[config.mk]
export PLATFORM = sky130hd
export DESIGN_NAME = first_match_replace_top
export DESIGN_NICKNAME = d
export VERILOG_FILES = /design/src/fmr_pkg.sv /design/src/fmr_front.sv /design/src/fmr_job_fifo.sv /design/src/fmr_back.sv /design/src/first_match_replace_top.sv
export VERILOG_INCLUDE_DIRS = /design/src /design/src/src
export SDC_FILE = /design/constraint.sdc
export NUM_CORES = 1
export LEC_CHECK = 0
export BUFFER_PORTS_ARGS = -buffer_cell sky130_fd_sc_hd__clkbuf_2
export CAP_MARGIN = 5
export CORE_MARGIN = 2
export CORE_UTILIZATION = 45
export DETAILED_ROUTE_END_ITERATION = 16
export PLACE_DENSITY_LB_ADDON = 0.12
export SETUP_SLACK_MARGIN = 0.3
export SLEW_MARGIN = 20
export SYNTH_ARGS = -nofsm -noshare
export SYNTH_HDL_FRONTEND = slang
export SYNTH_HIERARCHICAL = 1
export SYNTH_SLANG_ARGS = --single-unit
[constraint.sdc]
create_clock -name clk -period 15.1 [get_ports clk]
set_input_delay 4.53 -clock clk [delete_from_list [all_inputs] [get_ports clk]]
set_output_delay 4.53 -clock clk [all_outputs]
set_load 0.005 [all_outputs]
[src/assert_macros.svh]
// Assertion macros used by the top-level RTL file.
`ifndef ASSERT_MACROS_SVH
`define ASSERT_MACROS_SVH

// Clocked check, switched off while reset is asserted.
`define FMR_ASSERT(lbl, clk, rst_n, prop, msg) \
	lbl: assert property (@(posedge clk) disable iff (!rst_n) prop) else $error(msg);

// Clocked check that also holds during reset.
`define FMR_ASSERT_ALWAYS(lbl, clk, prop, msg) \
	lbl: assert property (@(posedge clk) prop) else $error(msg);

`endif

[src/fmr_pkg.sv]
// Shared types, constants and helpers of the first-match replace block.
package fmr_pkg;

	localparam int PATTERN_MAX = 8;
	localparam int REPLACE_MAX = 8;
	localparam int WIN_DEPTH = 8;
	localparam int EXT_DEPTH = WIN_DEPTH + 1;
	localparam int LEN_W = 4;
	localparam int JOB_FIFO_DEPTH = 4;
	localparam int JOB_PTR_W = $clog2(JOB_FIFO_DEPTH);
	localparam int JOB_CNT_W = $clog2(JOB_FIFO_DEPTH + 1);
	localparam int CFG_IDX_W = 2;

	localparam logic [CFG_IDX_W-1:0] CFG_SEARCH_PATTERN = 2'd0;
	localparam logic [CFG_IDX_W-1:0] CFG_SEARCH_LENGTH = 2'd1;
	localparam logic [CFG_IDX_W-1:0] CFG_REPLACEMENT_TEXT = 2'd2;
	localparam logic [CFG_IDX_W-1:0] CFG_REPLACEMENT_LENGTH = 2'd3;

	// one item's worth of results: a bytes of win, r replacement bytes,
	// then the rest of win, n in total
	typedef struct packed {
		logic [EXT_DEPTH-1:0][7:0] win;
		logic [LEN_W-1:0]          a_cnt;
		logic [LEN_W-1:0]          r_cnt;
		logic [LEN_W-1:0]          n_cnt;
		logic                      last;
	} job_t;

	typedef struct packed {
		logic [LEN_W-1:0] held;
		logic             replaced;
	} front_stat_t;

	function automatic logic [LEN_W-1:0] clamp_pat(input logic [LEN_W-1:0] v);
		logic [LEN_W-1:0] lim;
		lim = LEN_W'(PATTERN_MAX);
		return (v > lim) ? lim : v;
	endfunction

	function automatic logic [LEN_W-1:0] clamp_rep(input logic [LEN_W-1:0] v);
		logic [LEN_W-1:0] lim;
		lim = LEN_W'(REPLACE_MAX);
		return (v > lim) ? lim : v;
	endfunction

endpackage

[src/fmr_front.sv]
// Front end: takes text items, runs the window match and builds result jobs.
module fmr_front (
	input  logic                        clk,
	input  logic                        arst_n,
	input  logic                        push,
	output logic                        full,
	input  logic [7:0]                  text_byte,
	input  logic                        byte_present,
	input  logic                        end_of_text,
	input  logic [63:0]                 search_pattern,
	input  logic [fmr_pkg::LEN_W-1:0]   search_length,
	input  logic [fmr_pkg::LEN_W-1:0]   replacement_length,
	input  logic                        q_full,
	output logic                        job_push,
	output fmr_pkg::job_t               job,
	output fmr_pkg::front_stat_t        stat
);
	import fmr_pkg::*;

	logic [WIN_DEPTH-1:0][7:0] win_q;
	logic [LEN_W-1:0]          held_q;
	logic                      replaced_q;

	logic [WIN_DEPTH-1:0][7:0] win_d;
	logic [LEN_W-1:0]          held_d;
	logic                      replaced_d;

	logic                      accept;
	logic [EXT_DEPTH-1:0][7:0] ext;
	logic [LEN_W-1:0]          plen;
	logic [LEN_W-1:0]          rlen;
	logic [EXT_DEPTH:0]        ok;
	logic [LEN_W-1:0]          shift;
	logic [LEN_W-1:0]          rem;
	logic [LEN_W:0]            held_p1;
	logic [LEN_W:0]            tail_len;
	logic [WIN_DEPTH-1:0][7:0] shifted;
	logic [LEN_W-1:0]          a_cnt;
	logic [LEN_W-1:0]          t_cnt;
	logic                      rep;
	logic [LEN_W:0]            total;

	assign full = q_full;
	assign accept = push && !q_full;
	assign plen = clamp_pat(search_length);
	assign rlen = clamp_rep(replacement_length);
	assign held_p1 = {1'b0, held_q} + 5'd1;

	always_comb begin
		for (int i = 0; i < WIN_DEPTH; i++) begin
			ext[i] = (held_q == LEN_W'(i)) ? text_byte : win_q[i];
		end
		ext[WIN_DEPTH] = text_byte;
	end

	// shift s is fine when what is left of the window is a pattern prefix
	always_comb begin
		for (int s = 0; s <= EXT_DEPTH; s++) begin
			tail_len = held_p1 - 5'(s);
			ok[s] = (5'(s) <= held_p1) && (tail_len <= {1'b0, plen});
			for (int i = 0; i < WIN_DEPTH; i++) begin
				if (s + i < EXT_DEPTH) begin
					if ((5'(s + i) <= {1'b0, held_q}) &&
					    (ext[s + i] != search_pattern[8*i +: 8])) begin
						ok[s] = 1'b0;
					end
				end
			end
		end
		tail_len = '0;
	end

	always_comb begin
		shift = LEN_W'(EXT_DEPTH);
		for (int s = EXT_DEPTH; s >= 0; s--) begin
			if (ok[s]) begin
				shift = LEN_W'(s);
			end
		end
	end

	assign rem = LEN_W'(held_p1 - {1'b0, shift});

	always_comb begin
		shifted = '0;
		for (int s = 0; s < EXT_DEPTH; s++) begin
			if (shift == LEN_W'(s)) begin
				for (int i = 0; i < WIN_DEPTH; i++) begin
					if (s + i < EXT_DEPTH) begin
						shifted[i] = ext[s + i];
					end
				end
			end
		end
	end

	always_comb begin
		win_d = win_q;
		held_d = held_q;
		replaced_d = replaced_q;
		a_cnt = '0;
		t_cnt = '0;
		rep = 1'b0;
		if (byte_present) begin
			if (replaced_q) begin
				a_cnt = LEN_W'(held_p1);
				held_d = '0;
			end else if (plen == '0) begin
				a_cnt = held_q;
				rep = 1'b1;
				replaced_d = 1'b1;
				win_d[0] = text_byte;
				held_d = LEN_W'(1);
				if (end_of_text) begin
					t_cnt = LEN_W'(1);
				end
			end else begin
				a_cnt = shift;
				if (rem == plen) begin
					rep = 1'b1;
					replaced_d = 1'b1;
					held_d = '0;
				end else begin
					win_d = shifted;
					held_d = rem;
					if (end_of_text) begin
						t_cnt = rem;
					end
				end
			end
		end else if (end_of_text) begin
			t_cnt = held_q;
		end
		if (end_of_text) begin
			held_d = '0;
			replaced_d = 1'b0;
		end
	end

	assign total = {1'b0, a_cnt} + {1'b0, (rep ? rlen : LEN_W'(0))} + {1'b0, t_cnt};

	always_comb begin
		job.win = ext;
		job.a_cnt = a_cnt;
		job.r_cnt = rep ? rlen : '0;
		job.n_cnt = (total > 5'(WIN_DEPTH)) ? LEN_W'(WIN_DEPTH) : LEN_W'(total);
		job.last = end_of_text;
	end

	assign job_push = accept && (end_of_text || (total != '0));

	always_ff @(posedge clk or negedge arst_n) begin
		if (!arst_n) begin
			held_q <= '0;
			replaced_q <= 1'b0;
		end else if (accept) begin
			held_q <= held_d;
			replaced_q <= replaced_d;
		end
	end

	always_ff @(posedge clk) begin
		if (accept) begin
			win_q <= win_d;
		end
	end

	assign stat.held = held_q;
	assign stat.replaced = replaced_q;

endmodule

[src/fmr_job_fifo.sv]
// Short job queue between the front end and the back end.
module fmr_job_fifo (
	input  logic          clk,
	input  logic          arst_n,
	input  logic          wr_en,
	input  fmr_pkg::job_t wr_job,
	output logic          q_full,
	input  logic          rd_en,
	output fmr_pkg::job_t rd_job,
	output logic          q_empty
);
	import fmr_pkg::*;

	job_t                 mem_q [JOB_FIFO_DEPTH];
	logic [JOB_PTR_W-1:0] wptr_q;
	logic [JOB_PTR_W-1:0] rptr_q;
	logic [JOB_CNT_W-1:0] cnt_q;
	logic                 do_wr;
	logic                 do_rd;

	assign q_full = (cnt_q == JOB_CNT_W'(JOB_FIFO_DEPTH));
	assign q_empty = (cnt_q == '0);
	assign do_wr = wr_en && !q_full;
	assign do_rd = rd_en && !q_empty;
	assign rd_job = mem_q[rptr_q];

	always_ff @(posedge clk) begin
		if (do_wr) begin
			mem_q[wptr_q] <= wr_job;
		end
	end

	always_ff @(posedge clk or negedge arst_n) begin
		if (!arst_n) begin
			wptr_q <= '0;
			rptr_q <= '0;
			cnt_q <= '0;
		end else begin
			if (do_wr) begin
				wptr_q <= wptr_q + JOB_PTR_W'(1);
			end
			if (do_rd) begin
				rptr_q <= rptr_q + JOB_PTR_W'(1);
			end
			if (do_wr && !do_rd) begin
				cnt_q <= cnt_q + JOB_CNT_W'(1);
			end else if (do_rd && !do_wr) begin
				cnt_q <= cnt_q - JOB_CNT_W'(1);
			end
		end
	end

endmodule

[src/fmr_back.sv]
// Back end: walks each job and sends its results one per cycle while pop takes them.
module fmr_back (
	input  logic          clk,
	input  logic          arst_n,
	input  fmr_pkg::job_t job,
	input  logic          q_empty,
	output logic          q_pop,
	input  logic [63:0]   replacement_text,
	output logic          empty,
	input  logic          pop,
	output logic [7:0]    out_byte,
	output logic          out_present,
	output logic          out_last
);
	import fmr_pkg::*;

	logic [2:0]       k_q;
	logic             valid_q;
	logic [7:0]       byte_q;
	logic             present_q;
	logic             last_q;

	logic             load;
	logic             end_of_job;
	logic [LEN_W-1:0] kk;
	logic [LEN_W:0]   ar;
	logic [LEN_W-1:0] ridx;
	logic [LEN_W-1:0] widx;
	logic [7:0]       sel_byte;

	assign load = !q_empty && (!valid_q || pop);
	assign kk = {1'b0, k_q};
	assign ar = {1'b0, job.a_cnt} + {1'b0, job.r_cnt};
	assign ridx = kk - job.a_cnt;
	assign widx = kk - job.r_cnt;
	assign end_of_job = (job.n_cnt == '0) || (kk == job.n_cnt - LEN_W'(1));
	assign q_pop = load && end_of_job;

	always_comb begin
		sel_byte = '0;
		if (kk < job.a_cnt) begin
			sel_byte = job.win[k_q];
		end else if ({1'b0, kk} < ar) begin
			sel_byte = replacement_text[8*ridx[2:0] +: 8];
		end else if (widx < LEN_W'(EXT_DEPTH)) begin
			sel_byte = job.win[widx];
		end
	end

	always_ff @(posedge clk or negedge arst_n) begin
		if (!arst_n) begin
			valid_q <= 1'b0;
			k_q <= '0;
		end else begin
			if (load) begin
				valid_q <= 1'b1;
				k_q <= end_of_job ? 3'd0 : k_q + 3'd1;
			end else if (pop) begin
				valid_q <= 1'b0;
			end
		end
	end

	always_ff @(posedge clk) begin
		if (load) begin
			if (job.n_cnt == '0) begin
				byte_q <= '0;
				present_q <= 1'b0;
				last_q <= 1'b1;
			end else begin
				byte_q <= sel_byte;
				present_q <= 1'b1;
				last_q <= job.last && end_of_job;
			end
		end
	end

	assign empty = !valid_q;
	assign out_byte = byte_q;
	assign out_present = present_q;
	assign out_last = last_q;

endmodule

[src/first_match_replace_top.sv]
// Top level of the first-match find-and-replace block.
//
//  channel  | handshake                  | payload
//  ---------+----------------------------+-------------------------------------
//  text in  | push / full                | text_byte, byte_present, end_of_text
//  result   | pop / empty                | out_byte, out_present, out_last
//  config   | cfg_valid / cfg_ready      | cfg_index, cfg_data
//
// One text item is taken per cycle while the four-entry job queue has room.
// The back end sends one result per cycle while pop takes them, so an item
// that yields n results holds it until all n are sent; the job of an item is
// written to the queue, then its first result is registered at the ports.
// Reset clears the window count, the replaced mark, the queue, the result valid flag and the config registers.
// full rises when the queue fills; a low pop only stalls the back end.
module first_match_replace_top (
	input  logic                           clk,
	input  logic                           arst_n,
	input  logic                           push,
	output logic                           full,
	input  logic [7:0]                     text_byte,
	input  logic                           byte_present,
	input  logic                           end_of_text,
	output logic                           empty,
	input  logic                           pop,
	output logic [7:0]                     out_byte,
	output logic                           out_present,
	output logic                           out_last,
	input  logic                           cfg_valid,
	output logic                           cfg_ready,
	input  logic [fmr_pkg::CFG_IDX_W-1:0]  cfg_index,
	input  logic [63:0]                    cfg_data
);
	import fmr_pkg::*;
	`include "assert_macros.svh"

	logic [63:0]      search_pattern_q;
	logic [LEN_W-1:0] search_length_q;
	logic [63:0]      replacement_text_q;
	logic [LEN_W-1:0] replacement_length_q;

	logic             job_push;
	job_t             push_job;
	job_t             head_job;
	logic             q_full;
	logic             q_empty;
	logic             q_pop;
	front_stat_t      stat;

	assign cfg_ready = 1'b1;

	always_ff @(posedge clk or negedge arst_n) begin
		if (!arst_n) begin
			search_pattern_q <= '0;
			search_length_q <= '0;
			replacement_text_q <= '0;
			replacement_length_q <= '0;
		end else if (cfg_valid && cfg_ready) begin
			case (cfg_index)
				CFG_SEARCH_PATTERN: begin
					search_pattern_q <= cfg_data;
				end
				CFG_SEARCH_LENGTH: begin
					search_length_q <= cfg_data[LEN_W-1:0];
				end
				CFG_REPLACEMENT_TEXT: begin
					replacement_text_q <= cfg_data;
				end
				CFG_REPLACEMENT_LENGTH: begin
					replacement_length_q <= cfg_data[LEN_W-1:0];
				end
				default: begin
				end
			endcase
		end
	end

	fmr_front u_front (
		.clk                (clk),
		.arst_n             (arst_n),
		.push               (push),
		.full               (full),
		.text_byte          (text_byte),
		.byte_present       (byte_present),
		.end_of_text        (end_of_text),
		.search_pattern     (search_pattern_q),
		.search_length      (search_length_q),
		.replacement_length (replacement_length_q),
		.q_full             (q_full),
		.job_push           (job_push),
		.job                (push_job),
		.stat               (stat)
	);

	fmr_job_fifo u_fifo (
		.clk     (clk),
		.arst_n  (arst_n),
		.wr_en   (job_push),
		.wr_job  (push_job),
		.q_full  (q_full),
		.rd_en   (q_pop),
		.rd_job  (head_job),
		.q_empty (q_empty)
	);

	fmr_back u_back (
		.clk              (clk),
		.arst_n           (arst_n),
		.job              (head_job),
		.q_empty          (q_empty),
		.q_pop            (q_pop),
		.replacement_text (replacement_text_q),
		.empty            (empty),
		.pop              (pop),
		.out_byte         (out_byte),
		.out_present      (out_present),
		.out_last         (out_last)
	);

	`FMR_ASSERT(a_end_clears, clk, arst_n,
		push && !full && end_of_text |=> stat.held == '0 && !stat.replaced,
		"window not cleared after end of text")
	`FMR_ASSERT(a_held_bound, clk, arst_n,
		stat.held <= LEN_W'(WIN_DEPTH),
		"held count beyond window depth")
	`FMR_ASSERT(a_blank_is_last, clk, arst_n,
		!empty && !out_present |-> out_last && out_byte == 8'd0,
		"byteless result not marked last")
	`FMR_ASSERT(a_no_push_full, clk, arst_n,
		job_push |-> !q_full,
		"job pushed into a full queue")

endmodule
==> impl_metrics.env <==
export IMPL_hold_violations=0
export IMPL_whs_path_depth=1
export IMPL_ant_nets=0
export IMPL_rsz0062_at_grt="no"
export IMPL_end_kind="register"
export IMPL_cts_buffers=66
export IMPL_drive_gt1_share_pct=21.4
export IMPL_root_buffer="clkbuf_16"
export IMPL_r2r_cells=36
export IMPL_slowest_delay_ns=0.74
export IMPL_start_kind="input pin"
export IMPL_r2r_start="u_front/held_q[0]"
export IMPL_slew_violations=0
export IMPL_period_minus_slack_ns=13.41
export IMPL_grt_pass1_vias=24700
export IMPL_period_share_pct=88.8
export IMPL_fin_setup_tns_ns=0
export IMPL_wirelength_um=121000
export IMPL_ff2ff_setup_slack_ns=4.07
export IMPL_grt_max_degree=103
export IMPL_fin_skew_ns=0.0188
export IMPL_finalPower_uw=9390
export IMPL_worst_slew_pin_slew_ns=1.29
export IMPL_overflow=0
export IMPL_drtIter0Drc=2957
export IMPL_yosysWarnings=6
export IMPL_rows=101
export IMPL_clk_latency_ns=0.61
export IMPL_p_per_area_mw_per_mm2=251
export IMPL_drc=0
export IMPL_dp_cells=3698
export IMPL_netlist_area_mm2=0.0342
export IMPL_die_height_um=280
export IMPL_final_common_cell="edfxtp_1"
export IMPL_hold_class="register to register"
export IMPL_die_area_mm2=0.0783
export IMPL_routabilityCongestion=1.02
export IMPL_cts_sinks=566
export IMPL_portBuffers=92
export IMPL_total_leakage_power_uw=0.0143
export IMPL_setup_worst_path_end="u_fifo/mem_q[3][56]"
export IMPL_syn_inst=2771
export IMPL_cts_buffer_depth=3
export IMPL_cp_slowest_cell="clkbuf_2"
export IMPL_maxCapViolCount=0
export IMPL_status="complete, no violations"
export IMPL_final_cells=3819
export IMPL_cts_clk_slew_worst_paths_ns=0.05
export IMPL_grt_pass1_wl_um=175000
export IMPL_ios=94
export IMPL_critPathRequiredTime_ns=15.38
export IMPL_worstReg2RegEnd="u_fifo/mem_q[3][56]"
export IMPL_whs_ns=0.491
export IMPL_stdcell_area_mm2=0.0375
export IMPL_antenna_found_initial=5
export IMPL_firstDrtPassIters=6
export IMPL_ctsHoldBuffers=0
export IMPL_post_dp_cell_area_mm2=0.0354
export IMPL_wl_per_cell_um=31.7
export IMPL_timing_worst_setup_path_type="input pin to register"
export IMPL_place_hpwl_um=86200
export IMPL_worst_path_max_fanout=36
export IMPL_synth_nets=2916
export IMPL_grtUsageTotal_pct=30.8
export IMPL_finalNetCount=2933
export IMPL_cts_tree="yes"
export IMPL_fp_coreArea_mm2=0.0757
export IMPL_initial_core_util_pct=45.2
export IMPL_syn_area_per_cell_um2=12.4
export IMPL_worstSetupStartpoint="text_byte[1]"
export IMPL_fp_dieW_um=280
export IMPL_peakVddDrop_mv=0.169
export IMPL_post_cts_setup_buffers=0
export IMPL_htreeDepth=3
export IMPL_arrival_ns=13.68
export IMPL_drt_vias_per_instance=6.51
export IMPL_layout_common_cells="edfxtp_1 (414), xor2_1 (232), dfrtp_1 (149)"
export IMPL_vias=24900
export IMPL_setup_violations=0
export IMPL_syn_to_final_growth_pct=9.48
export IMPL_relSlewSlack_pct=12.0
export IMPL_fmax_ghz=0.0746
export IMPL_cts_resized=0
metrics by stage:
step / util (%) / setup WS [ns]
after CTS: 49.5 / 1.86
after global placement: 46.7 / 1.27
after floorplan: - / 0.665
final: 49.5 / 1.69
after detailed placement: 46.7 / 1.23
after global routing: 49.5 / 1.17
worst min path at each step:
stage | startpoint | endpoint | slack (ns)
global placement | u_fifo/cnt_q[2] | u_fifo/cnt_q[2] | 0.47
detailed placement | u_fifo/cnt_q[2] | u_fifo/cnt_q[2] | 0.48
CTS | u_fifo/cnt_q[2] | u_fifo/cnt_q[2] | 0.49
floorplan | u_fifo/cnt_q[2] | u_fifo/cnt_q[2] | 0.45
global route | replacement_text_q[33] | replacement_text_q[33] | 0.51
finish | u_fifo/cnt_q[2] | u_fifo/cnt_q[2] | 0.49
where the power goes:
part,internal (uW),switching [uW]
clock network,916,647
logic,1930,3020
registers,2410,462
state kept, by name, summed over array words and instances (netlist names):
signal,count
u_back/k_q,3
u_fifo/rptr_q,2
u_fifo/cnt_q,3
u_front/held_q,4
u_back/out_byte,8
u_back/out_last,1
u_front/replaced_q,1
u_front/win_q,64
search_length_q,4
u_back/valid_q,1
replacement_length_q,4
u_back/out_present,1
u_fifo/mem_q,340
search_pattern_q,64
replacement_text_q,64
u_fifo/wptr_q,2
layout make-up:
type                       instances  area [um^2]
clock inverter                    31          292
inverter                         138          518
tap                              978         1220
fill                            6670        38200
clock buffer                      87         1800
sequential                       566        16200
antenna                            3         7.51
timing repair buffer             190         1260
multi-input combinational       1826        16100
critical path, delay by kind of cell:
kind / cells / cell delay (ns)
multiplexers: 1 / 0.29
AO/OA/AOI/OAI: 9 / 2.25
adder cells (fa/ha/maj): 4 / 1.43
AND/OR/NAND/NOR: 10 / 2.68
XOR/XNOR: 1 / 0.37
buffers and inverters: 7 / 2.05
per-layer routing:
metal | wire length (um) | share of wire [%] | up-vias | GRT usage [%]
met5 | 9 | 0.0074 | - | 0
li1 | - | - | 10500 | -
met1 | 50200 | 42 | 12600 | 41.8
met4 | 5880 | 4.9 | 2 | 14.4
met3 | 10200 | 8.4 | 325 | 6.32
met2 | 54600 | 45 | 1366 | 47.6
Power figures use the tool's default switching activity.
